$ cat src/design/brlp_pkg.sv
// Shared types, codes and defaults for the build-rule lexer/parser.
// Used by brlp_lexer, brlp_parser, brlp_outq and build_rule_lexer_parser.
// No dependencies.
package brlp_pkg;

  localparam int MaxDepsDef    = 64;
  localparam int MaxCmdsDef    = 32;
  localparam int OffsetBitsDef = 24;
  localparam int LineBitsDef   = 16;

  // fixed widths of the result fields
  localparam int OffW  = 24;
  localparam int PosW  = 16;
  localparam int RuleW = 16;
  localparam int ItemW = 6;

  localparam logic [7:0] ChNewline = 8'h0A;
  localparam logic [7:0] ChColon   = 8'h3A;
  localparam logic [7:0] ChHash    = 8'h23;
  localparam logic [7:0] ChTab     = 8'h09;
  localparam logic [7:0] ChSpace   = 8'h20;

  typedef enum logic [1:0] {
    KIND_WORD,
    KIND_COLON,
    KIND_NEWLINE,
    KIND_END
  } kind_e;

  typedef enum logic [1:0] {
    ROLE_TARGET,
    ROLE_DEP,
    ROLE_CMD,
    ROLE_NONE
  } role_e;

  typedef enum logic [2:0] {
    ERR_NONE,
    ERR_EXP_TARGET,
    ERR_EXP_COLON,
    ERR_EXP_NEWLINE,
    ERR_DEPS,
    ERR_CMDS
  } err_e;

  // token event from the lexer
  typedef struct packed {
    logic             vld;
    kind_e            kind;
    logic [OffW-1:0]  start;
    logic [OffW-1:0]  len;
    logic [PosW-1:0]  line;
    logic [PosW-1:0]  col;
  } tok_t;

  typedef struct packed {
    kind_e            kind;
    role_e            role;
    logic [OffW-1:0]  start;
    logic [OffW-1:0]  len;
    logic [PosW-1:0]  line;
    logic [PosW-1:0]  col;
    logic [RuleW-1:0] rule;
    logic [ItemW-1:0] item;
    err_e             err;
  } res_t;

  // all results of one input word, packed from r0
  typedef struct packed {
    logic [1:0] cnt;
    res_t       r0;
    res_t       r1;
  } pair_t;

endpackage

$ cat src/design/build_rule_lexer_parser.sv
// Top level of the build-rule lexer/parser.
// Instantiates brlp_lexer, brlp_parser and brlp_outq; depends on brlp_pkg.

// Takes one text byte (or the end marker) per cycle while in_ready_o is high
// and returns tokens with role, rule/item numbers and error code. Each input
// word is finished in the cycle it is accepted: lexing and the grammar check
// are a single step of registered state, and its zero, one or two tokens go
// into a two-slot result queue. Tokens leave one per cycle while out_ready_i
// is high; a two-token word (one ended by a colon or newline, or flushed by
// the end marker) holds its slot until both go out, else one byte per cycle
// is sustained. in_ready_o is low only while both queue slots are occupied.
// After the end result all state is back at reset, ready for a new text.
module build_rule_lexer_parser #(
  parameter int MAX_DEPENDENCIES = brlp_pkg::MaxDepsDef,
  parameter int MAX_COMMANDS     = brlp_pkg::MaxCmdsDef,
  parameter int OFFSET_BITS      = brlp_pkg::OffsetBitsDef,
  parameter int LINE_BITS        = brlp_pkg::LineBitsDef
) (
  input  logic        clk_i,
  input  logic        rst_ni,
  input  logic        in_valid_i,
  output logic        in_ready_o,
  input  logic [7:0]  text_byte_i,
  input  logic        end_of_input_i,
  output logic        out_valid_o,
  input  logic        out_ready_i,
  output logic [1:0]  token_kind_o,
  output logic [1:0]  token_role_o,
  output logic [23:0] start_offset_o,
  output logic [23:0] token_length_o,
  output logic [15:0] line_number_o,
  output logic [15:0] column_number_o,
  output logic [15:0] rule_number_o,
  output logic [5:0]  item_number_o,
  output logic [2:0]  error_code_o,
  output logic        last_in_run_o
);

  brlp_pkg::tok_t  tok0, tok1;
  brlp_pkg::pair_t pair;
  brlp_pkg::res_t  res;
  logic            step, full;

  assign in_ready_o = !full;
  assign step       = in_valid_i && in_ready_o;

  brlp_lexer #(
    .OFFSET_BITS (OFFSET_BITS),
    .LINE_BITS   (LINE_BITS)
  ) u_lexer (
    .clk_i          (clk_i),
    .rst_ni         (rst_ni),
    .step_i         (step),
    .text_byte_i    (text_byte_i),
    .end_of_input_i (end_of_input_i),
    .tok0_o         (tok0),
    .tok1_o         (tok1)
  );

  brlp_parser #(
    .MAX_DEPENDENCIES (MAX_DEPENDENCIES),
    .MAX_COMMANDS     (MAX_COMMANDS)
  ) u_parser (
    .clk_i  (clk_i),
    .rst_ni (rst_ni),
    .step_i (step),
    .tok0_i (tok0),
    .tok1_i (tok1),
    .pair_o (pair)
  );

  brlp_outq u_outq (
    .clk_i   (clk_i),
    .rst_ni  (rst_ni),
    .push_i  (step && (pair.cnt != 2'd0)),
    .pair_i  (pair),
    .full_o  (full),
    .valid_o (out_valid_o),
    .ready_i (out_ready_i),
    .res_o   (res),
    .last_o  (last_in_run_o)
  );

  assign token_kind_o    = res.kind;
  assign token_role_o    = res.role;
  assign start_offset_o  = res.start;
  assign token_length_o  = res.len;
  assign line_number_o   = res.line;
  assign column_number_o = res.col;
  assign rule_number_o   = res.rule;
  assign item_number_o   = res.item;
  assign error_code_o    = res.err;

  // the end marker always yields a result
  a_end_gives_result: assert property (@(posedge clk_i) disable iff (!rst_ni)
    in_valid_i && in_ready_o && end_of_input_i |=> out_valid_o)
    else $error("end marker accepted without a result");

  // the end token is always the last of its word
  a_end_is_last: assert property (@(posedge clk_i) disable iff (!rst_ni)
    out_valid_o && (token_kind_o == brlp_pkg::KIND_END) |-> last_in_run_o)
    else $error("end token not flagged last");

  // an error token carries no role and no item
  a_err_token: assert property (@(posedge clk_i) disable iff (!rst_ni)
    out_valid_o && (error_code_o != brlp_pkg::ERR_NONE)
      && (token_kind_o != brlp_pkg::KIND_END)
    |-> (token_role_o == brlp_pkg::ROLE_NONE) && (item_number_o == '0))
    else $error("error token with role or item");

  // input stalls only behind pending results
  a_stall_cause: assert property (@(posedge clk_i) disable iff (!rst_ni)
    !in_ready_o |-> out_valid_o)
    else $error("input stalled with empty result queue");

endmodule

$ cat src/design/brlp_lexer.sv
// Byte lexer: classifies each byte, tracks offset/line/column and word start,
// and emits up to two token events per byte. Depends on brlp_pkg.
module brlp_lexer #(
  parameter int OFFSET_BITS = brlp_pkg::OffsetBitsDef,
  parameter int LINE_BITS   = brlp_pkg::LineBitsDef
) (
  input  logic              clk_i,
  input  logic              rst_ni,
  input  logic              step_i,
  input  logic [7:0]        text_byte_i,
  input  logic              end_of_input_i,
  output brlp_pkg::tok_t    tok0_o,
  output brlp_pkg::tok_t    tok1_o
);

  typedef enum logic [1:0] {
    MODE_IDLE,
    MODE_WORD,
    MODE_COMMENT
  } mode_e;

  mode_e                  mode_q, mode_d, mode_mid;
  logic [OFFSET_BITS-1:0] off_q, off_d, ws_off_q, ws_off_d;
  logic [LINE_BITS-1:0]   line_q, line_d, col_q, col_d;
  logic [LINE_BITS-1:0]   ws_line_q, ws_line_d, ws_col_q, ws_col_d;
  logic                   is_nl, is_colon, is_hash, is_blank, is_sep;

  assign is_nl    = text_byte_i == brlp_pkg::ChNewline;
  assign is_colon = text_byte_i == brlp_pkg::ChColon;
  assign is_hash  = text_byte_i == brlp_pkg::ChHash;
  assign is_blank = (text_byte_i == brlp_pkg::ChSpace) || (text_byte_i == brlp_pkg::ChTab);
  assign is_sep   = is_nl || is_colon || is_blank;

  always_comb begin
    tok0_o.vld   = 1'b0;
    tok0_o.kind  = brlp_pkg::KIND_WORD;
    tok0_o.start = brlp_pkg::OffW'(ws_off_q);
    tok0_o.len   = brlp_pkg::OffW'(off_q - ws_off_q);
    tok0_o.line  = brlp_pkg::PosW'(ws_line_q);
    tok0_o.col   = brlp_pkg::PosW'(ws_col_q);

    tok1_o.vld   = 1'b0;
    tok1_o.kind  = brlp_pkg::KIND_NEWLINE;
    tok1_o.start = brlp_pkg::OffW'(off_q);
    tok1_o.len   = brlp_pkg::OffW'(1);
    tok1_o.line  = brlp_pkg::PosW'(line_q);
    tok1_o.col   = brlp_pkg::PosW'(col_q);

    mode_mid  = MODE_IDLE;
    mode_d    = mode_q;
    off_d     = (off_q == '1) ? off_q : off_q + 1'b1;
    line_d    = line_q;
    col_d     = (col_q == '1) ? col_q : col_q + 1'b1;
    ws_off_d  = ws_off_q;
    ws_line_d = ws_line_q;
    ws_col_d  = ws_col_q;

    if (end_of_input_i) begin
      // flush a pending word, then the end marker; everything restarts
      tok0_o.vld  = mode_q == MODE_WORD;
      tok1_o.vld  = 1'b1;
      tok1_o.kind = brlp_pkg::KIND_END;
      tok1_o.len  = '0;
      tok1_o.line = '0;
      tok1_o.col  = '0;
      mode_d      = MODE_IDLE;
      off_d       = '0;
      line_d      = LINE_BITS'(1);
      col_d       = LINE_BITS'(1);
      ws_off_d    = '0;
      ws_line_d   = '0;
      ws_col_d    = '0;
    end else begin
      case (mode_q)
        MODE_WORD: begin
          if (is_sep) begin
            tok0_o.vld = 1'b1;
            mode_mid   = MODE_IDLE;
          end else begin
            mode_mid = MODE_WORD;
          end
        end
        MODE_COMMENT: mode_mid = is_nl ? MODE_IDLE : MODE_COMMENT;
        default:      mode_mid = MODE_IDLE;
      endcase

      mode_d = mode_mid;
      if (mode_mid == MODE_IDLE) begin
        if (is_nl) begin
          tok1_o.vld = 1'b1;
        end else if (is_colon) begin
          tok1_o.vld  = 1'b1;
          tok1_o.kind = brlp_pkg::KIND_COLON;
        end else if (is_hash) begin
          mode_d = MODE_COMMENT;
        end else if (!is_blank) begin
          mode_d    = MODE_WORD;
          ws_off_d  = off_q;
          ws_line_d = line_q;
          ws_col_d  = col_q;
        end
      end

      if (is_nl) begin
        line_d = (line_q == '1) ? line_q : line_q + 1'b1;
        col_d  = LINE_BITS'(1);
      end
    end
  end

  always_ff @(posedge clk_i or negedge rst_ni) begin
    if (!rst_ni) begin
      mode_q    <= MODE_IDLE;
      off_q     <= '0;
      line_q    <= LINE_BITS'(1);
      col_q     <= LINE_BITS'(1);
      ws_off_q  <= '0;
      ws_line_q <= '0;
      ws_col_q  <= '0;
    end else if (step_i) begin
      mode_q    <= mode_d;
      off_q     <= off_d;
      line_q    <= line_d;
      col_q     <= col_d;
      ws_off_q  <= ws_off_d;
      ws_line_q <= ws_line_d;
      ws_col_q  <= ws_col_d;
    end
  end

endmodule

$ cat src/design/brlp_parser.sv
// Grammar checker: runs the two token events of one byte through the rule
// grammar, latches the first error and packs the results. Depends on brlp_pkg.
module brlp_parser #(
  parameter int MAX_DEPENDENCIES = brlp_pkg::MaxDepsDef,
  parameter int MAX_COMMANDS     = brlp_pkg::MaxCmdsDef
) (
  input  logic            clk_i,
  input  logic            rst_ni,
  input  logic            step_i,
  input  brlp_pkg::tok_t  tok0_i,
  input  brlp_pkg::tok_t  tok1_i,
  output brlp_pkg::pair_t pair_o
);

  localparam int DepW = $clog2(MAX_DEPENDENCIES + 1);
  localparam int CmdW = $clog2(MAX_COMMANDS + 1);

  typedef enum logic [1:0] {
    PH_TARGET,
    PH_COLON,
    PH_DEPS,
    PH_CMDS
  } phase_e;

  typedef struct packed {
    phase_e                       phase;
    logic [DepW-1:0]              deps;
    logic [CmdW-1:0]              cmds;
    logic [brlp_pkg::RuleW-1:0]   rule;
    brlp_pkg::err_e               err;
  } gst_t;

  typedef struct packed {
    gst_t           st;
    logic           emit;
    brlp_pkg::res_t res;
  } gout_t;

  localparam gst_t StReset = '{
    phase: PH_TARGET, deps: '0, cmds: '0, rule: '0, err: brlp_pkg::ERR_NONE
  };

  function automatic gout_t gstep(input brlp_pkg::tok_t tok, input gst_t st);
    gout_t          o;
    brlp_pkg::err_e err;
    o          = '0;
    o.st       = st;
    o.emit     = 1'b0;
    err        = brlp_pkg::ERR_NONE;
    o.res.kind  = tok.kind;
    o.res.role  = brlp_pkg::ROLE_NONE;
    o.res.start = tok.start;
    o.res.len   = tok.len;
    o.res.line  = tok.line;
    o.res.col   = tok.col;
    o.res.rule  = st.rule;
    o.res.item  = '0;
    o.res.err   = brlp_pkg::ERR_NONE;
    if (tok.vld && (st.err == brlp_pkg::ERR_NONE)) begin
      o.emit = 1'b1;
      case (st.phase)
        PH_TARGET: begin
          if (tok.kind == brlp_pkg::KIND_WORD) begin
            o.res.role = brlp_pkg::ROLE_TARGET;
            o.st.phase = PH_COLON;
          end else if (tok.kind == brlp_pkg::KIND_COLON) begin
            err = brlp_pkg::ERR_EXP_TARGET;
          end
        end
        PH_COLON: begin
          if (tok.kind == brlp_pkg::KIND_COLON) o.st.phase = PH_DEPS;
          else                                  err = brlp_pkg::ERR_EXP_COLON;
        end
        PH_DEPS: begin
          if (tok.kind == brlp_pkg::KIND_WORD) begin
            if (st.deps >= DepW'(MAX_DEPENDENCIES)) begin
              err = brlp_pkg::ERR_DEPS;
            end else begin
              o.res.role = brlp_pkg::ROLE_DEP;
              o.res.item = brlp_pkg::ItemW'(st.deps);
              o.st.deps  = st.deps + 1'b1;
            end
          end else if (tok.kind == brlp_pkg::KIND_NEWLINE) begin
            o.st.phase = PH_CMDS;
          end else begin
            err = brlp_pkg::ERR_EXP_NEWLINE;
          end
        end
        PH_CMDS: begin
          if (tok.kind == brlp_pkg::KIND_WORD) begin
            if (st.cmds >= CmdW'(MAX_COMMANDS)) begin
              err = brlp_pkg::ERR_CMDS;
            end else begin
              o.res.role = brlp_pkg::ROLE_CMD;
              o.res.item = brlp_pkg::ItemW'(st.cmds);
              o.st.cmds  = st.cmds + 1'b1;
            end
          end else if (tok.kind == brlp_pkg::KIND_NEWLINE) begin
            // any newline in the command phase closes the rule
            o.st.rule  = (st.rule == '1) ? st.rule : st.rule + 1'b1;
            o.st.phase = PH_TARGET;
            o.st.deps  = '0;
            o.st.cmds  = '0;
          end else begin
            err = brlp_pkg::ERR_EXP_NEWLINE;
          end
        end
        default: ;
      endcase
      if (err != brlp_pkg::ERR_NONE) begin
        o.st.err   = err;
        o.res.role = brlp_pkg::ROLE_NONE;
        o.res.item = '0;
        o.res.err  = err;
      end
    end
    return o;
  endfunction

  gst_t           st_q, st_d;
  gout_t          g0, g1;
  brlp_pkg::res_t r1;
  brlp_pkg::err_e end_err;
  logic           e1;

  always_comb begin
    g0      = gstep(tok0_i, st_q);
    g1      = gstep(tok1_i, g0.st);
    st_d    = g1.st;
    r1      = g1.res;
    e1      = g1.emit;
    end_err = g0.st.err;
    if (tok1_i.vld && (tok1_i.kind == brlp_pkg::KIND_END)) begin
      if (end_err == brlp_pkg::ERR_NONE) begin
        case (g0.st.phase)
          PH_COLON: end_err = brlp_pkg::ERR_EXP_COLON;
          PH_DEPS:  end_err = brlp_pkg::ERR_EXP_NEWLINE;
          PH_CMDS:  end_err = brlp_pkg::ERR_EXP_NEWLINE;
          default:  end_err = brlp_pkg::ERR_NONE;
        endcase
      end
      r1.kind  = brlp_pkg::KIND_END;
      r1.role  = brlp_pkg::ROLE_NONE;
      r1.start = tok1_i.start;
      r1.len   = '0;
      r1.line  = '0;
      r1.col   = '0;
      r1.rule  = g0.st.rule;
      r1.item  = '0;
      r1.err   = end_err;
      e1       = 1'b1;
      st_d     = StReset;
    end

    pair_o.cnt = {1'b0, g0.emit} + {1'b0, e1};
    pair_o.r0  = g0.emit ? g0.res : r1;
    pair_o.r1  = r1;
  end

  always_ff @(posedge clk_i or negedge rst_ni) begin
    if (!rst_ni) begin
      st_q <= StReset;
    end else if (step_i) begin
      st_q <= st_d;
    end
  end

endmodule

$ cat src/design/brlp_outq.sv
// Result queue: two slots, each holding all results of one input word,
// shown one result per handshake with the last-of-word flag. Depends on brlp_pkg.
module brlp_outq (
  input  logic            clk_i,
  input  logic            rst_ni,
  input  logic            push_i,
  input  brlp_pkg::pair_t pair_i,
  output logic            full_o,
  output logic            valid_o,
  input  logic            ready_i,
  output brlp_pkg::res_t  res_o,
  output logic            last_o
);

  brlp_pkg::pair_t slot_q [2];
  brlp_pkg::pair_t head;
  logic            wr_q, rd_q, sel_q;
  logic [1:0]      cnt_q;
  logic            fire, pop;

  assign head    = slot_q[rd_q];
  assign valid_o = cnt_q != 2'd0;
  assign full_o  = cnt_q == 2'd2;
  assign last_o  = sel_q || (head.cnt == 2'd1);
  assign res_o   = sel_q ? head.r1 : head.r0;
  assign fire    = valid_o && ready_i;
  assign pop     = fire && last_o;

  always_ff @(posedge clk_i or negedge rst_ni) begin
    if (!rst_ni) begin
      wr_q  <= 1'b0;
      rd_q  <= 1'b0;
      sel_q <= 1'b0;
      cnt_q <= 2'd0;
    end else begin
      if (push_i) wr_q <= ~wr_q;
      if (pop)    rd_q <= ~rd_q;
      if (fire)   sel_q <= ~last_o;
      cnt_q <= cnt_q + {1'b0, push_i} - {1'b0, pop};
    end
  end

  always_ff @(posedge clk_i) begin
    if (push_i) slot_q[wr_q] <= pair_i;
  end

endmodule
$ cat config.mk
export PLATFORM = sky130hd
export DESIGN_NAME = build_rule_lexer_parser
export DESIGN_NICKNAME = d
export VERILOG_FILES = /design/src/design/brlp_pkg.sv /design/src/design/build_rule_lexer_parser.sv /design/src/design/brlp_lexer.sv /design/src/design/brlp_parser.sv /design/src/design/brlp_outq.sv
export SDC_FILE = /design/constraint.sdc
export NUM_CORES = 1
export LEC_CHECK = 0
export ABC_AREA = 0
export BUFFER_PORTS_ARGS = -buffer_cell sky130_fd_sc_hd__buf_2
export CAP_MARGIN = 15
export CORE_MARGIN = 5
export CORE_UTILIZATION = 32
export DETAILED_ROUTE_END_ITERATION = 8
export PLACE_DENSITY = 0.44
export SLEW_MARGIN = 10
export SYNTH_ARGS = -nofsm -noshare
export SYNTH_HDL_FRONTEND = slang
export SYNTH_SLANG_ARGS = --single-unit
$ cat constraint.sdc
create_clock -name clk_i -period 12.05 [get_ports clk_i]
set_input_delay 2.41 -clock clk_i [delete_from_list [all_inputs] [get_ports clk_i]]
set_output_delay 2.41 -clock clk_i [all_outputs]
set_load 0.01 [all_outputs]
==> results.sh <==
export IMPL_status="completed"
export IMPL_crit_buf_inv=4
export IMPL_grt_pass1_vias=14400
export IMPL_synth_top_area_share_pct=47.2
export IMPL_viasPerCell=4.95
export IMPL_dr_pass1_iters=5
export IMPL_sw_frac_of_total_pct=32.7
export IMPL_crit_path_cell_trace="buf_2 -> buf_4 -> inv_1 -> a31o_4 -> o21a_1 -> nor2_1 -> ha_1 -> nand2b_1 -> nor2_4 -> buf_12"
export IMPL_synth_most_common_cell="edfxtp_1"
export IMPL_crit_type="input port to flop"
export IMPL_required_ns=12.27
export IMPL_dieArea_um2=77400
export IMPL_syn_inst=1705
export IMPL_async_flop_share_pct=29.7
export IMPL_grt_setup_unrepaired="false"
export IMPL_grt_pass1_wl_um=86900
export IMPL_multi_input_comb_area_um2=7860
export IMPL_drv_slew=0
export IMPL_layout_area_seq_um2=14700
export IMPL_gr_total_overflow=0
export IMPL_fillers=6921
export IMPL_top_level_ports=125
export IMPL_ys_top_cells_by_area="edfxtp_1 (47%), dfrtp_1 (16%), mux4_2 (6.8%)"
export IMPL_grt_max_degree=182
export IMPL_critPathLaunchType="input port"
export IMPL_max_freq_ghz=0.177
export IMPL_crit_family="buffers and inverters"
export IMPL_clock_latency_ns=0.61
export IMPL_cts_root_buf="clkbuf_16"
export IMPL_cts_repair_resized=0
export IMPL_wl_per_cell_um=19.3
export IMPL_synth_area_leader_cell="edfxtp_1"
export IMPL_drive_above_1_share_pct=19.8
export IMPL_fin_util_pct=37.3
export IMPL_drt_antenna_violating_nets=0
export IMPL_setup_viol=0
export IMPL_synthTopCellsByCount="edfxtp_1 (362), nand2_1 (198), dfrtp_1 (151), nor2_1 (124), o21ai_0 (94)"
export IMPL_hold_viol_final=0
export IMPL_timing_hold_ws_ns=0.490
export IMPL_ys_flop_type="edfxtp_1"
export IMPL_irDropWorstVdd_mv=0.256
export IMPL_fin_nets=1893
export IMPL_finalInstanceArea_um2=26700
export IMPL_vias=14100
export IMPL_worst_slew_pin_slew_ns=1.26
export IMPL_ys_seq_area_share_pct=63.8
export IMPL_crit_path_max_fanout=181
export IMPL_synthToLayoutAreaGrowth_pct=15.9
export IMPL_start_util_pct=32.2
export IMPL_cap_viol_max_count=0
export IMPL_synth_area_um2=23000
export IMPL_setup_tns_ns=0
export IMPL_antenna_found_initial=2
export IMPL_clk_pin_slew_ns=0.06
export IMPL_relSlewSlack_pct=15.0
export IMPL_chipWidth_um=278
export IMPL_p_int_uw=4060
export IMPL_arrival_ns=5.87
export IMPL_leakagePower_uw=0.0102
export IMPL_fp_coreArea_um2=71500
export IMPL_p_sw_uw=1970
export IMPL_drtIter0Drc=953
export IMPL_pwr_share_seq_pct=40.9
export IMPL_die_height_um=278
export IMPL_yosys_warnings=0
export IMPL_cts_htree_levels=2
export IMPL_grt_usage_pct=14.0
export IMPL_dp_hpwl_um=33400
export IMPL_fin_skew_ns=0.0182
export IMPL_endpoint_kind="flop"
export IMPL_p_clk_share_pct=29.0
export IMPL_clockBufferDepth=3
export IMPL_clock_sinks=515
export IMPL_synth_edf_count=362
export IMPL_ctsHoldBuffers=0
export IMPL_postCtsSetupBuffers=0
export IMPL_avgSynthCellArea_um2=13.5
export IMPL_cp_slowest_cell="buf_12"
export IMPL_placed_cells=2729
export IMPL_cts_buffers_inserted=59
export IMPL_ys_ff_latch=515
export IMPL_place_area_um2=24800
export IMPL_place_gp_congestion=0.776
export IMPL_synth_distinct_cells=83
export IMPL_route_detailed_drc=0
export IMPL_fin_cells=2841
export IMPL_num_rows=98
export IMPL_portBuffers=124
export IMPL_pwr_share_comb_pct=30.1
export IMPL_cts_tree="done"
export IMPL_min_path_type="flop to flop"
export IMPL_power_density_nw_per_um2=226
export IMPL_post_route_period_util_pct=47.0
export IMPL_finalCriticalPeriod_ns=5.66
export IMPL_drt_total_wl_um=54900
export IMPL_critPathMaxStageDelay_ns=0.72
## path summary, 6_finish.rpt
kind,slack (ns),cells after the start,from,to
setup / recovery,6.39,10,end_of_input_i,u_outq.slot_q[0][120]
hold / removal,0.49,2,u_lexer.ws_line_q[0],u_lexer.ws_line_q[0]
setup reg to reg,8.22,11,u_lexer.mode_q[0],u_outq.slot_q[0][120]
hold reg to reg,0.49,2,u_lexer.ws_line_q[0],u_lexer.ws_line_q[0]
max in group asynchronous,9.00,2,rst_ni,u_parser.g0[20]
min in group asynchronous,1.78,1,rst_ni,u_lexer.ws_line_q[7]
## stage by stage
stage / worst slack (ns) / power [µW]
final: 6.39 / 6030
after CTS: 6.22 / 6180
after global routing: 6.13 / 6400
after detailed placement: 5.81 / 4390
after global placement: 5.87 / 4370
after floorplan: -0.969 / 3720
## cell type report
class | count | area share [%]
diodes | 1 | 0.00938
clock buffers | 89 | 6.41
clock inverters | 22 | 0.750
inverters | 63 | 0.886
multi-input cells | 1060 | 29.5
flip-flops and latches | 515 | 55.1
well taps | 950 | 4.45
repair buffers | 141 | 2.91
## routing by layer
metal	global-route usage, %	part of all wire, %	routed length, µm
met1	19.5	46	25500
met3	2.41	4.0	2190
met5	0	0	0
met2	23.0	47	26000
met4	3.68	2.3	1240
## power by group through the flow
stage          sequential (µW)  clock (µW)  combinational, µW
6_report                  2460        1750               1820
5_1_grt                   2500        1890               2010
4_1_cts                   2470        1810               1890
3_5_place_dp              2510           0               1880
3_3_place_gp              2500           0               1880
2_1_floorplan             2470           0               1250
## cells in the final DEF (no fill, tap or decap), drive strengths merged, types with 17 or more instances in the layout
cell,n
a21oi,48
a22o,27
buf,141
clkbuf,89
clkinv,17
dfrtp,151
edfxtp,362
ha,39
inv,65
mux2,48
mux2i,29
mux4,70
nand2,200
nand3,32
nand4,23
nor2,124
nor2b,39
nor3,21
o21ai,95
xnor2,26
xor2,40
## tightest hold or removal path: cells and delay by family, from the launching register on
family,cells,cell delay (ns)
DFF,1,0.34
AOI/OAI and AO/OA,1,0.06
and+or+nand+nor,1,0.05
## cells by family (layout without fill, tap and decap cells)
kind of cell / Yosys count / in the layout / synth area share, %
AO/OA/AOI/OAI: 262 / 262 / 7.53
XOR/XNOR: 66 / 66 / 2.51
adder cells (fa/ha/maj): 40 / 40 / 2.21
buffers and inverters: 144 / 315 / 2.48
flip-flops: 515 / 515 / 63.8
multiplexers: 147 / 147 / 10.5
other: 2 / 17 / 0.0326
AND/OR/NAND/NOR: 529 / 529 / 11.0
## state kept, by name (all words and copies together), names as in the netlist
| signal | count |
|---|---|
| u_outq.sel_q | 1 |
| u_lexer.ws_line_q | 16 |
| u_lexer.ws_off_q | 24 |
| u_lexer.ws_col_q | 16 |
| u_lexer.mode_q | 2 |
| u_outq.slot_q | 362 |
| u_outq.wr_q | 1 |
| u_parser.g0 | 16 |
| u_outq.rd_q | 1 |
| u_parser.st_q | 18 |
| u_outq.cnt_q | 2 |
| u_lexer.line_q | 16 |
| u_lexer.col_q | 16 |
| u_lexer.off_q | 24 |
Power figures use the tool's default switching activity.
